[config.mk]
export PLATFORM = sky130hd
export DESIGN_NAME = tcmm_lane
export DESIGN_NICKNAME = d
export VERILOG_FILES = /design/src/tcmm_pkg.sv /design/src/tcmm_lane.sv
export SDC_FILE = /design/constraint.sdc
export NUM_CORES = 1
export LEC_CHECK = 0
export ABC_AREA = 1
export BUFFER_PORTS_ARGS = -buffer_cell sky130_fd_sc_hd__buf_2
export CAP_MARGIN = 40
export CORE_MARGIN = 3
export CORE_UTILIZATION = 55
export DETAILED_ROUTE_END_ITERATION = 16
export PLACE_DENSITY = 0.73
export SLEW_MARGIN = 30
export SYNTH_ARGS = -nofsm -noshare
export SYNTH_HDL_FRONTEND = slang
export SYNTH_SLANG_ARGS = --single-unit
[constraint.sdc]
create_clock -name clock -period 7.2 [get_ports clock]
set_input_delay 0 -clock clock [delete_from_list [all_inputs] [get_ports clock]]
set_output_delay 0 -clock clock [all_outputs]
set_load 0.01 [all_outputs]
[src/tcmm_pkg.sv]
// ----------------------------------------------------------------------------
// tcmm_pkg
// Shared types and constants of the three channel matrix multiplier.
// ----------------------------------------------------------------------------
package tcmm_pkg;

   localparam int MAX_DIM    = 8;
   localparam int DIM_BITS   = 3;
   localparam int DEPTH      = MAX_DIM * MAX_DIM;
   localparam int ADDR_BITS  = 2 * DIM_BITS;
   localparam int VALUE_BITS = 16;
   localparam int ELEM_BITS  = 3 * VALUE_BITS;
   localparam int PROD_BITS  = 2 * VALUE_BITS;
   localparam int ACC_BITS   = 35;
   localparam int SUM_BITS   = 34;
   localparam int SIZE_BITS  = 4;

   localparam logic [SIZE_BITS-1:0] SIZE_RESET = SIZE_BITS'(MAX_DIM);

   localparam logic [1:0] ACT_PIXEL   = 2'd0;
   localparam logic [1:0] ACT_FILTER  = 2'd1;
   localparam logic [1:0] ACT_COMPUTE = 2'd2;

   typedef enum logic [1:0] {
      ST_IDLE,
      ST_ISSUE,
      ST_DRAIN
   } tcmm_state_type;

   typedef struct packed {
      logic valid;
      logic first;
   } tcmm_mac_ctrl_type;

   typedef struct packed {
      logic                push;
      logic [DIM_BITS-1:0] row;
      logic [DIM_BITS-1:0] column;
      logic                last;
   } tcmm_push_type;

endpackage

[src/tcmm_lane.sv]
// ----------------------------------------------------------------------------
// tcmm_lane
// Multiply-accumulate lane for one color channel.
// ----------------------------------------------------------------------------
module tcmm_lane (
   input  logic                                   clock,
   input  logic                                   reset,
   input  tcmm_pkg::tcmm_mac_ctrl_type            ctrl,
   input  logic signed [tcmm_pkg::VALUE_BITS-1:0] pixel,
   input  logic signed [tcmm_pkg::VALUE_BITS-1:0] filter,
   output logic signed [tcmm_pkg::ACC_BITS-1:0]   acc
);

   logic signed [tcmm_pkg::PROD_BITS-1:0] prod_ff;
   logic signed [tcmm_pkg::PROD_BITS-1:0] prod_in;
   tcmm_pkg::tcmm_mac_ctrl_type           prod_ctrl_ff;
   logic signed [tcmm_pkg::ACC_BITS-1:0]  acc_ff;
   logic signed [tcmm_pkg::ACC_BITS-1:0]  acc_in;
   logic signed [tcmm_pkg::ACC_BITS-1:0]  prod_ext;

   assign prod_in  = pixel * filter;
   assign prod_ext = tcmm_pkg::ACC_BITS'(prod_ff);

   always_comb begin
      acc_in = acc_ff;
      if (prod_ctrl_ff.valid) begin
         acc_in = prod_ctrl_ff.first ? prod_ext : acc_ff + prod_ext;
      end
   end

   always_ff @(posedge clock) begin
      if (reset) begin
         prod_ctrl_ff <= '0;
      end else begin
         prod_ctrl_ff <= ctrl;
      end
   end

   always_ff @(posedge clock) begin
      prod_ff <= prod_in;
      acc_ff  <= acc_in;
   end

   assign acc = acc_ff;

endmodule

; Word-level counts from Yosys, hierarchy flattened
; Cells that the tools add are included.
; Widths: inputs -> output; s select.
[totals]
word_cells = 7
out_inout_bits = 35
regBits = 69
[op_classes]
n_mul = 1
add_sub_neg = 1
mux = 1
[ops]
columns = op, count
row1 = $add 35x32->35, 1
row2 = $mux 35, 1
row3 = $mul 16x16->32, 1

; Depth between registers and ports, before layout
[logic_depth]
ltp_word = 2
depth_mapped = 27

; Least setup slack after synthesis
; No wires, ideal clock.
[synth_timing]
kind = in2reg
startpoint = input filter[2] (netlist name)
endpoint = register prod_ff[31] (netlist name)
required_ns = 7.087
arrival_time_ns = 5.169
path_stages = 22
setup_ns = 0.113
path_slack_ns = 1.918
path_cell_list = clkbuf_1 clkbuf_1 nand2_1 fa_1 inv_1 fa_1 inv_1 fa_1 fa_1 fa_1 fa_1 inv_1 ha_1 nand2_1 nor2_1 nand2_1 nor3_1 nand2_1 nand4_1 inv_1 nand2_1 nand2_1
[synth_via]
elab_chain_cells = 1
[synth_rtl]
columns = element, line_no
row1 = start: declaration, tcmm_lane.sv:10  ; input logic signed [tcmm_pkg::VALUE_BITS-1:0] filter,
row2 = $mul 16x16->32, tcmm_lane.sv:21  ; assign prod_in = pixel * filter;
row3 = net prod_in (one bit), tcmm_lane.sv:15  ; logic signed [tcmm_pkg::PROD_BITS-1:0] prod_in;
row4 = end signal: assignment, tcmm_lane.sv:40  ; prod_ff <= prod_in;
row5 = end: declaration, tcmm_lane.sv:14  ; logic signed [tcmm_pkg::PROD_BITS-1:0] prod_ff;
; The timed path passes the listed nets, and every way through them passes these cells.
; A chain may end at the register's enable or synchronous reset.

; Worst setup path in the final report
[layout_timing]
startpoint = input filter[2] (netlist name)
endpoint = register prod_ff[28] (netlist name)
; Same word-level chain as after synthesis.

==> flow_metrics.env <==
export IMPL_status="complete, no violations"
export IMPL_gp_congestion=0.965
export IMPL_yosysMostFrequentCell="nand2_1"
export IMPL_ys_seq_elements=69
export IMPL_die_area_mm2=0.0295
export IMPL_synthCells=2030
export IMPL_vias=12700
export IMPL_synthToLayoutAreaGrowth_pct=5.87
export IMPL_synth_top_cell_by_area="fa_1"
export IMPL_row_count=60
export IMPL_yosys_area_top_type_share_pct=34.9
export IMPL_worstSetupStartpointType="primary input"
export IMPL_cts_sinks=69
export IMPL_path_cells="buf_2, nand2_1, fa_1, inv_1, fa_1, fa_1, fa_1, fa_1, inv_1, fa_1, inv_1, ha_1, a21oi_1, o21ai_0, a211oi_1, nand3_1, nand2_1, nand2_1"
export IMPL_path_common_cell="fa_1"
export IMPL_cpPeakStageDelay_ns=0.81
export IMPL_cp_arrival_ns=5.55
export IMPL_maxCapViolCount=0
export IMPL_ys_seq_area_share_pct=11.5
export IMPL_fmax_ghz=0.187
export IMPL_rsz0062_at_grt="false"
export IMPL_async_flop_share_pct=0
export IMPL_hpwl_mm=32.6
export IMPL_io_buffer_count=70
export IMPL_drcViolationCount=0
export IMPL_finClkSkew_ns=0.0154
export IMPL_cp_end_kind="flip-flop"
export IMPL_drive_gt1_share_pct=6.81
export IMPL_cts_clk_slew_worst_paths_ns=0.06
export IMPL_synthTopCellsByCount="nand2_1, inv_1, fa_1"
export IMPL_yosys_warnings=0
export IMPL_ys_types=38
export IMPL_timing_final_crit_period_ns=5.34
export IMPL_synthFlopType="edfxtp_1"
export IMPL_finalNetCount=2467
export IMPL_clockBufferDepth=2
export IMPL_drtPass1Iterations=5
export IMPL_htree_levels=3
export IMPL_crit_required_ns=7.41
export IMPL_slew_violations=0
export IMPL_worstSkewPairLatency_ns=0.34
export IMPL_place_ws_ns=1.58
export IMPL_synthesis_area_mm2=0.0151
export IMPL_post_place_cells=2379
export IMPL_grt_util_all_layers_pct=27.5
export IMPL_tightest_slew_ns=0.678
export IMPL_die_h_um=172
export IMPL_grt_overflow_total=0
export IMPL_synth_avg_cell_area_um2=7.44
export IMPL_grt_pass1_wl_mm=64.7
export IMPL_dieWidth_um=172
export IMPL_drt_wirelength_per_cell_um=16.0
export IMPL_vias_per_cell=5.29
export IMPL_ant_nets=0
export IMPL_critPathKind="primary input to flip-flop"
export IMPL_clock_root_buffer="clkbuf_16"
export IMPL_worst_path_max_delay_cell="fa_1"
export IMPL_grt_start_max_net_pins=40
export IMPL_diodes=0
export IMPL_cts_inserted_buffers=9
export IMPL_first_global_vias=13400
export IMPL_drtIter0Drc=990
export IMPL_hold_viol=0
export IMPL_hold_path_class="primary input to flip-flop"
export IMPL_whs_ns=0.0805
export IMPL_grt_antenna_before_repair=0
export IMPL_fin_ws_ns=1.86
export IMPL_initial_core_util_pct=56.0
export IMPL_netlist_top_cells_area="fa_1, nand2_1, inv_1, ha_1, edfxtp_1"
export IMPL_wl_mm=38.5
export IMPL_finalSetupViolCount=0
export IMPL_cts_tree="done"
export IMPL_fin_tns_setup_ns=0
export IMPL_nFillCells=2482
export IMPL_syn_num_nets=2445
export IMPL_crit_fanout=16
export IMPL_fin_cells=2398
export IMPL_regArea_mm2=0.00173
export IMPL_ios=71
export IMPL_core_mm2=0.0270
export IMPL_synth_edf_count=35
export IMPL_multiInputGateArea_mm2=0.0111
export IMPL_slew_headroom_pct=54.7
export IMPL_finalCritPeriodShare_pct=74.1
[metrics by stage]
stage / utilization, % / instance area (um2)
floorplan: - / 15100
global placement: 58.1 / 15700
detailed placement: 58.1 / 15700
CTS: 59.3 / 16000
global route: 59.3 / 16000
finish: 59.3 / 16000
[worst max-delay path, delay by kind of cell]
kind            cells  cell delay (ns)
fa+ha+maj           7             3.78
compound gates      3             0.76
buf+inv             4             0.55
simple gates        4             0.47
[sequential cells by signal, summed over array words and instances (netlist names)]
register,flops
acc,35
prod_ctrl_ff,2
prod_ff,32
[kinds of logic after synthesis]
logic type               share of synthesized area [%]
adder cells (fa/ha/maj)                           44.5
flip-flops                                        11.5
AND/OR/NAND/NOR                                   22.7
XOR/XNOR                                          2.09
buffers and inverters                             14.9
AO/OA/AOI/OAI                                     4.40
[cells in the final DEF, fill, tap and decap left out, types with 34 or more instances in the layout]
cell type | netlist | final
ha_1 | 116 | 116
edfxtp_1 | 35 | 35
fa_1 | 263 | 263
a21oi_1 | 62 | 62
dfxtp_1 | 34 | 34
nor2_1 | 110 | 110
buf_2 | 2 | 70
nand3_1 | 63 | 63
inv_1 | 528 | 527
nand2_1 | 574 | 574
[what timing repair did]
| action | CTS | global route |
|---|---|---|
| buffers inserted | 0 | 0 |
| hold endpoints to repair | 2 | 0 |
| gates resized for setup | 0 | 0 |
| hold buffers | 3 | 0 |
[per-layer routing]
layer  part of all wire [%]  GRT usage (%)  vias up
li1                       -              -     5984
met1                     42           36.2     6143
met2                     49           47.9      469
met3                    6.2           2.62       87
met4                    3.3           9.24        0
met5                      0              0        -
[cell type report]
cell class / count / area share, %
Tap cell: 341 / 2.67
Clock inverter: 7 / 0.516
Sequential cell: 69 / 10.8
Timing Repair Buffer: 75 / 2.47
Inverter: 534 / 12.5
Clock buffer: 9 / 1.41
Multi-Input combinational cell: 1363 / 69.6
[worst paths after layout]
path | startpoint | end | slack, ns | cells past startpoint
setup reg to reg | acc[0] | acc[28] | 4.64 | 15
setup / recovery | filter[2] | prod_ff[28] | 1.86 | 18
hold / removal | pixel[0] | prod_ff[0] | 0.08 | 3
hold reg to reg | prod_ff[17] | acc[17] | 0.53 | 2
Power is not shown: default switching activity piles up to over one toggle a cycle in this logic, so the estimate is an artifact.
