$ cat src/tcmm_pkg.sv
// ----------------------------------------------------------------------------
// tcmm_pkg
// Shared types and constants of the three channel matrix multiplier.
// ----------------------------------------------------------------------------
package tcmm_pkg;

   localparam int MAX_DIM    = 8;
   localparam int DIM_BITS   = 3;
   localparam int DEPTH      = MAX_DIM * MAX_DIM;
   localparam int ADDR_BITS  = 2 * DIM_BITS;
   localparam int VALUE_BITS = 16;
   localparam int ELEM_BITS  = 3 * VALUE_BITS;
   localparam int PROD_BITS  = 2 * VALUE_BITS;
   localparam int ACC_BITS   = 35;
   localparam int SUM_BITS   = 34;
   localparam int SIZE_BITS  = 4;

   localparam logic [SIZE_BITS-1:0] SIZE_RESET = SIZE_BITS'(MAX_DIM);

   localparam logic [1:0] ACT_PIXEL   = 2'd0;
   localparam logic [1:0] ACT_FILTER  = 2'd1;
   localparam logic [1:0] ACT_COMPUTE = 2'd2;

   typedef enum logic [1:0] {
      ST_IDLE,
      ST_ISSUE,
      ST_DRAIN
   } tcmm_state_type;

   typedef struct packed {
      logic valid;
      logic first;
   } tcmm_mac_ctrl_type;

   typedef struct packed {
      logic                push;
      logic [DIM_BITS-1:0] row;
      logic [DIM_BITS-1:0] column;
      logic                last;
   } tcmm_push_type;

endpackage

$ cat src/tcmm_merge.sv
// ----------------------------------------------------------------------------
// tcmm_merge
// Merges the three lane sums into one result item, saturates each sum and
// holds the item in the output register.
// ----------------------------------------------------------------------------
module tcmm_merge (
   input  logic                                  clock,
   input  logic                                  reset,
   input  tcmm_pkg::tcmm_push_type               push,
   input  logic signed [tcmm_pkg::ACC_BITS-1:0]  acc_first,
   input  logic signed [tcmm_pkg::ACC_BITS-1:0]  acc_second,
   input  logic signed [tcmm_pkg::ACC_BITS-1:0]  acc_third,
   output logic                                  out_free,
   output logic                                  rsp_valid,
   input  logic                                  rsp_stall,
   output logic [tcmm_pkg::DIM_BITS-1:0]         rsp_out_row,
   output logic [tcmm_pkg::DIM_BITS-1:0]         rsp_out_column,
   output logic signed [tcmm_pkg::SUM_BITS-1:0]  rsp_sum_first,
   output logic signed [tcmm_pkg::SUM_BITS-1:0]  rsp_sum_second,
   output logic signed [tcmm_pkg::SUM_BITS-1:0]  rsp_sum_third,
   output logic                                  rsp_last
);

   function automatic logic [tcmm_pkg::SUM_BITS-1:0] saturate(
      input logic [tcmm_pkg::ACC_BITS-1:0] value
   );
      logic [tcmm_pkg::SUM_BITS-1:0] result;
      if (value[tcmm_pkg::ACC_BITS-1] != value[tcmm_pkg::SUM_BITS-1]) begin
         result = {value[tcmm_pkg::ACC_BITS-1], {(tcmm_pkg::SUM_BITS-1){
                   ~value[tcmm_pkg::ACC_BITS-1]}}};
      end else begin
         result = value[tcmm_pkg::SUM_BITS-1:0];
      end
      return result;
   endfunction

   logic                          valid_ff;
   logic                          valid_in;
   logic [tcmm_pkg::DIM_BITS-1:0] row_ff;
   logic [tcmm_pkg::DIM_BITS-1:0] column_ff;
   logic [tcmm_pkg::SUM_BITS-1:0] first_ff;
   logic [tcmm_pkg::SUM_BITS-1:0] second_ff;
   logic [tcmm_pkg::SUM_BITS-1:0] third_ff;
   logic                          last_ff;

   assign out_free = !valid_ff || !rsp_stall;

   always_comb begin
      valid_in = valid_ff && rsp_stall;
      if (push.push) begin
         valid_in = 1'b1;
      end
   end

   always_ff @(posedge clock) begin
      if (reset) begin
         valid_ff <= 1'b0;
      end else begin
         valid_ff <= valid_in;
      end
   end

   always_ff @(posedge clock) begin
      if (push.push) begin
         row_ff    <= push.row;
         column_ff <= push.column;
         last_ff   <= push.last;
         first_ff  <= saturate(acc_first);
         second_ff <= saturate(acc_second);
         third_ff  <= saturate(acc_third);
      end
   end

   assign rsp_valid      = valid_ff;
   assign rsp_out_row    = row_ff;
   assign rsp_out_column = column_ff;
   assign rsp_sum_first  = first_ff;
   assign rsp_sum_second = second_ff;
   assign rsp_sum_third  = third_ff;
   assign rsp_last       = last_ff;

endmodule

$ cat config.mk
export PLATFORM = sky130hd
export DESIGN_NAME = tcmm_merge
export DESIGN_NICKNAME = d
export VERILOG_FILES = /design/src/tcmm_pkg.sv /design/src/tcmm_merge.sv
export SDC_FILE = /design/constraint.sdc
export NUM_CORES = 1
export LEC_CHECK = 0
export ABC_AREA = 1
export BUFFER_PORTS_ARGS = -buffer_cell sky130_fd_sc_hd__buf_2
export CORE_UTILIZATION = 45
export CTS_CLUSTER_SIZE = 40
export DETAILED_ROUTE_END_ITERATION = 12
export PLACE_DENSITY = 0.88
export SLEW_MARGIN = 10
export SYNTH_ARGS = -nofsm -noshare
export SYNTH_HDL_FRONTEND = slang
export SYNTH_SLANG_ARGS = --single-unit
$ cat constraint.sdc
create_clock -name clock -period 1.6 [get_ports clock]
set_input_delay 0.32 -clock clock [delete_from_list [all_inputs] [get_ports clock]]
set_output_delay 0.32 -clock clock [all_outputs]
set_load 0.1 [all_outputs]
* After elaboration in Yosys (flattened, before gate mapping) *
Index checks and enable logic that the tools add are counted.

storage, ports and cells
  flip-flop bits (word level) = 110
  input port bits = 116
  output and inout bits = 111
  word-level logic and storage cells = 21

cells by class
  equal/unequal tests = 3
  muxes and demuxes = 4
  bitwise logic cells = 3
  reduce and logical (&&, ||, !) cells = 4

operators by type and width
  cell               count
  2-to-1 mux 34 bit  3
  != test 1 bit      3
  inverter 1 bit     3
  logical NOT 1 bit  2
  logical AND 1 bit  1
  logical OR 1 bit   1
  2-to-1 mux 1 bit   1

* Longest topological paths before layout *
  depth after elaboration = 2
  depth in mapped cells = 7
  mapped depth without buffers = 4

* Worst setup path before layout *
OpenSTA, ideal clock, no wires.

  kind = register to register
  from = register valid_ff, in the netlist rsp_valid
  to = register valid_ff, in the netlist rsp_valid
  setup time = 0.083 ns
  arrival = 2.051 ns
  required time = 1.517 ns
  slack = -0.533 ns
  cell stages (with the launch flop) = 3
  buffers on the path = 0
  period minus slack after synthesis = 2.133 ns
  cell sequence = dfxtp_1 -> nand2_1 -> a21oi_1

between the ends
  word-level cells in the longest chain between the ends = 2

RTL lines
  what                    line              source
  start, declared         tcmm_merge.sv:37  logic valid_ff;
  start signal, assigned  tcmm_merge.sv:59  valid_ff <= valid_in;
  logical AND 1 bit       tcmm_merge.sv:49  valid_in = valid_ff && rsp_stall;
  2-to-1 mux 1 bit        tcmm_merge.sv:50  if (push.push) begin

No other way between the ends.
A chain may end at the register's enable or synchronous reset.

* Final worst setup path *
  from = register valid_ff, in the netlist rsp_valid
  to = output out_free

between the ends
  word-level cells in the longest chain between the ends = 2

RTL lines
  what               line              source
  logical NOT 1 bit  tcmm_merge.sv:46  assign out_free = !valid_ff || !rsp_stall;
  logical OR 1 bit   tcmm_merge.sv:46
  end, declared      tcmm_merge.sv:13  output logic out_free,

No other way between the ends.

==> flow_results.xml <==
<?xml version="1.0" encoding="UTF-8"?>
<metrics>
  <group name="status">
    <metric name="status" unit="">completed</metric>
  </group>
  <group name="pwr">
    <metric name="switching_power" unit="W">0.00365</metric>
    <metric name="swShare" unit="">0.437</metric>
    <metric name="share_comb_of_total_power" unit="">0.377</metric>
    <metric name="power.leakage" unit="nW">2.87</metric>
    <metric name="share_clk_of_total_power" unit="">0.189</metric>
    <metric name="seq_power_share" unit="">0.434</metric>
    <metric name="vdd_ir_drop_max" unit="V">0.000632</metric>
    <metric name="power_report.internal_total" unit="W">0.00470</metric>
    <metric name="powerDensity" unit="nW/um^2">1440</metric>
  </group>
  <group name="setup_path">
    <metric name="end_kind" unit="">output port</metric>
    <metric name="cp-startpoint" unit="">rsp_valid</metric>
    <metric name="required" unit="ns">1.28</metric>
    <metric name="critical_path.startpoint_type" unit="">register</metric>
    <metric name="critical_path_peak_fanout" unit="">2</metric>
    <metric name="worst-endpoint-arrival" unit="ns">1.17</metric>
    <metric name="regToRegStartpoint" unit="">rsp_valid</metric>
    <metric name="reg2reg_depth" unit="">2</metric>
    <metric name="critical_path_class" unit="">register to output port</metric>
  </group>
  <group name="final_layout">
    <metric name="design.final.nets" unit="">696</metric>
    <metric name="final-instance-count-excl-fill" unit="">707</metric>
    <metric name="area.sequential" unit="sq um">3290</metric>
    <metric name="antenna_cells" unit="">0</metric>
    <metric name="layout.cells.most_common" unit="">sky130_fd_sc_hd__buf_2</metric>
    <metric name="layout.cells.most_common_list" unit="">sky130_fd_sc_hd__buf_2, sky130_fd_sc_hd__nand2_1, sky130_fd_sc_hd__edfxtp_1</metric>
    <metric name="final_layout_size_suffix_gt1_frac" unit="">0.441</metric>
    <metric name="fin_util" unit="">0.623</metric>
    <metric name="multiInputGateArea" unit="sq um">867</metric>
    <metric name="syn_to_final_growth" unit="%">33.1</metric>
    <metric name="fillCellCount" unit="">800</metric>
  </group>
  <group name="sta">
    <metric name="timing.fmax" unit="MHz">670</metric>
    <metric name="unrepaired_setup_endpoints_after_global_routing" unit="">no</metric>
    <metric name="final_min_period_over_clock_period" unit="">0.932</metric>
    <metric name="maxSlewViolCount" unit="">0</metric>
    <metric name="timing.max_slew.rel_slack" unit="">0.661</metric>
    <metric name="final.setup.tns" unit="ns">0</metric>
    <metric name="period_minus_slack" unit="ns">1.49</metric>
    <metric name="fin_worst_skew" unit="ns">0</metric>
    <metric name="setup_violations" unit="">0</metric>
    <metric name="worst-slew-pin-transition" unit="ns">0.513</metric>
    <metric name="timing_hold_violations_final" unit="">0</metric>
  </group>
  <group name="global_routing">
    <metric name="grt-ovfl-total" unit="">0</metric>
    <metric name="grt_pass1_vias" unit="">3158</metric>
    <metric name="grtUsageTotal" unit="">0.182</metric>
    <metric name="antenna_found_initial" unit="">0</metric>
    <metric name="grt_max_degree" unit="">58</metric>
    <metric name="grt_first_pass_wirelength" unit="um">14100</metric>
  </group>
  <group name="synthesis">
    <metric name="syn_area" unit="sq um">4340</metric>
    <metric name="synth_fp_nets" unit="">472</metric>
    <metric name="synth.top_cells.by_area" unit="">sky130_fd_sc_hd__edfxtp_1, sky130_fd_sc_hd__nand2_1, sky130_fd_sc_hd__buf_6</metric>
    <metric name="yosysWarnings" unit="">0</metric>
    <metric name="ys_seq_elements" unit="">110</metric>
    <metric name="synth-seq-area-share" unit="">0.758</metric>
    <metric name="post_synth_inst_count" unit="">350</metric>
    <metric name="post-synth-top-area-cell" unit="">sky130_fd_sc_hd__edfxtp_1</metric>
    <metric name="netlist-cell-type-count" unit="">11</metric>
    <metric name="yosysTopAreaCellShare" unit="">0.753</metric>
    <metric name="mean_post_synth_cell_area" unit="sq um">12.4</metric>
  </group>
  <group name="floorplanning">
    <metric name="die_y_extent" unit="um">100</metric>
    <metric name="core_area" unit="sq um">9280</metric>
    <metric name="ioPinCount" unit="">227</metric>
    <metric name="std_cell_rows" unit="">35</metric>
    <metric name="die_x" unit="um">100</metric>
    <metric name="fp.dieArea" unit="sq um">10100</metric>
    <metric name="initial_cell_density_of_the_core" unit="">0.468</metric>
  </group>
  <group name="drt">
    <metric name="detail_route.drc_violations" unit="">0</metric>
    <metric name="route.detailed.wl_per_inst" unit="um">12.8</metric>
    <metric name="antenna_left" unit="">0</metric>
    <metric name="detail_route.wirelength" unit="um">9070</metric>
    <metric name="dr_total_vias" unit="">3184</metric>
    <metric name="vias_per_cell" unit="">4.50</metric>
    <metric name="initialDrtViolationCount" unit="">65</metric>
    <metric name="dr.pass1.iters" unit="">4</metric>
  </group>
  <group name="cts">
    <metric name="cts_hold_buf" unit="">0</metric>
    <metric name="tritoncts.num_buffers" unit="">9</metric>
    <metric name="cts.reportedPaths.clkPinSlew" unit="ns">0.10</metric>
    <metric name="worst_skew_pair.late_latency" unit="ns">0.35</metric>
    <metric name="cts-resized-gates" unit="">0</metric>
    <metric name="numClockSinks" unit="">110</metric>
    <metric name="h-tree-depth" unit="">3</metric>
    <metric name="clk_root_buffer_cell" unit="">sky130_fd_sc_hd__clkbuf_8</metric>
    <metric name="postCtsSetupBuffers" unit="">0</metric>
    <metric name="clock_path_buffers" unit="">2</metric>
    <metric name="cts_tree" unit="">built</metric>
  </group>
  <group name="placement">
    <metric name="detailedPlacementHpwl" unit="um">6680</metric>
    <metric name="gp_congestion" unit="">0.851</metric>
    <metric name="portbufs" unit="">226</metric>
    <metric name="placed_cells_incl_taps" unit="">692</metric>
  </group>
  <group name="worst_hold_path">
    <metric name="hold_class" unit="">primary input to register</metric>
    <metric name="holdCritStartpoint" unit="">reset</metric>
    <metric name="worstHoldPathCells" unit="">2</metric>
  </group>
  <group name="job">
    <metric name="drv_cap" unit="">0</metric>
  </group>
</metrics>
registers in the layout, summed over array words and instances, names as in the netlist:
register / flops
rsp_sum_first: 34
rsp_sum_second: 34
rsp_sum_third: 34
rsp_out_column: 3
rsp_out_row: 3
rsp_last: 1
rsp_valid: 1
cell usage after synthesis:
| master | n |
|---|---|
| sky130_fd_sc_hd__clkbuf_1 | 9 |
| sky130_fd_sc_hd__a21oi_1 | 1 |
| sky130_fd_sc_hd__nand2_1 | 199 |
| sky130_fd_sc_hd__buf_2 | 5 |
| sky130_fd_sc_hd__ha_1 | 6 |
| sky130_fd_sc_hd__or2_1 | 3 |
| sky130_fd_sc_hd__or2_2 | 3 |
| sky130_fd_sc_hd__edfxtp_1 | 109 |
| sky130_fd_sc_hd__dfxtp_1 | 1 |
| sky130_fd_sc_hd__inv_1 | 4 |
| sky130_fd_sc_hd__buf_6 | 10 |
kinds of logic after synthesis:
logic type,synth area share
compound gates,0.00115
fa+ha+maj,0.0173
buf+inv,0.0429
flops,0.758
simple gates,0.181
metrics by stage:
stage          total power, W  setup WS (ns)  hold WS [ns]  instance area [sq um]
6_report              0.00835          0.108        0.0949                   5780
5_1_grt               0.00864         0.0623        0.0854                   5780
3_5_place_dp          0.00685          0.138         0.458                   5600
2_1_floorplan         0.00630          0.172         0.382                   4350
4_1_cts               0.00840         0.0876        0.0789                   5780
3_3_place_gp          0.00680          0.199         0.447                   5600
worst max-delay path, cell delays in order, from the launching register on:
cell and delay [ns]:
sky130_fd_sc_hd__dfxtp_2 0.33, sky130_fd_sc_hd__nand2_2 0.06, sky130_fd_sc_hd__buf_2 0.42
final cells by class:
| type | count | share of cell area |
|---|---|---|
| clock buffers | 10 | 0.0221 |
| clock inverters | 5 | 0.00887 |
| inverters | 4 | 0.00260 |
| multi-input cells | 212 | 0.150 |
| flip-flops and latches | 110 | 0.570 |
| well taps | 129 | 0.0279 |
| repair buffers | 237 | 0.219 |
routing by layer:
metal  track usage  wire (um)
met1         0.199       3480
met2         0.331       4680
met3        0.0481        689
met4        0.0803        226
met5             0          0
power by group through the flow:
stage	Clock [W]	Combinational (W)	Sequential (W)
6_report	0.00158	0.00315	0.00362
5_1_grt	0.00172	0.00326	0.00365
3_3_place_gp	0	0.00312	0.00368
2_1_floorplan	0	0.000343	0.00595
4_1_cts	0.00161	0.00316	0.00363
3_5_place_dp	0	0.00316	0.00369
worst paths after layout:
kind / to / slack, ns
hold / removal: rsp_valid / 0.09
setup / recovery: out_free / 0.11
setup reg to reg: rsp_valid / 1.04
hold reg to reg: rsp_valid / 0.47
No activity file was read; power rests on OpenSTA's default activity.
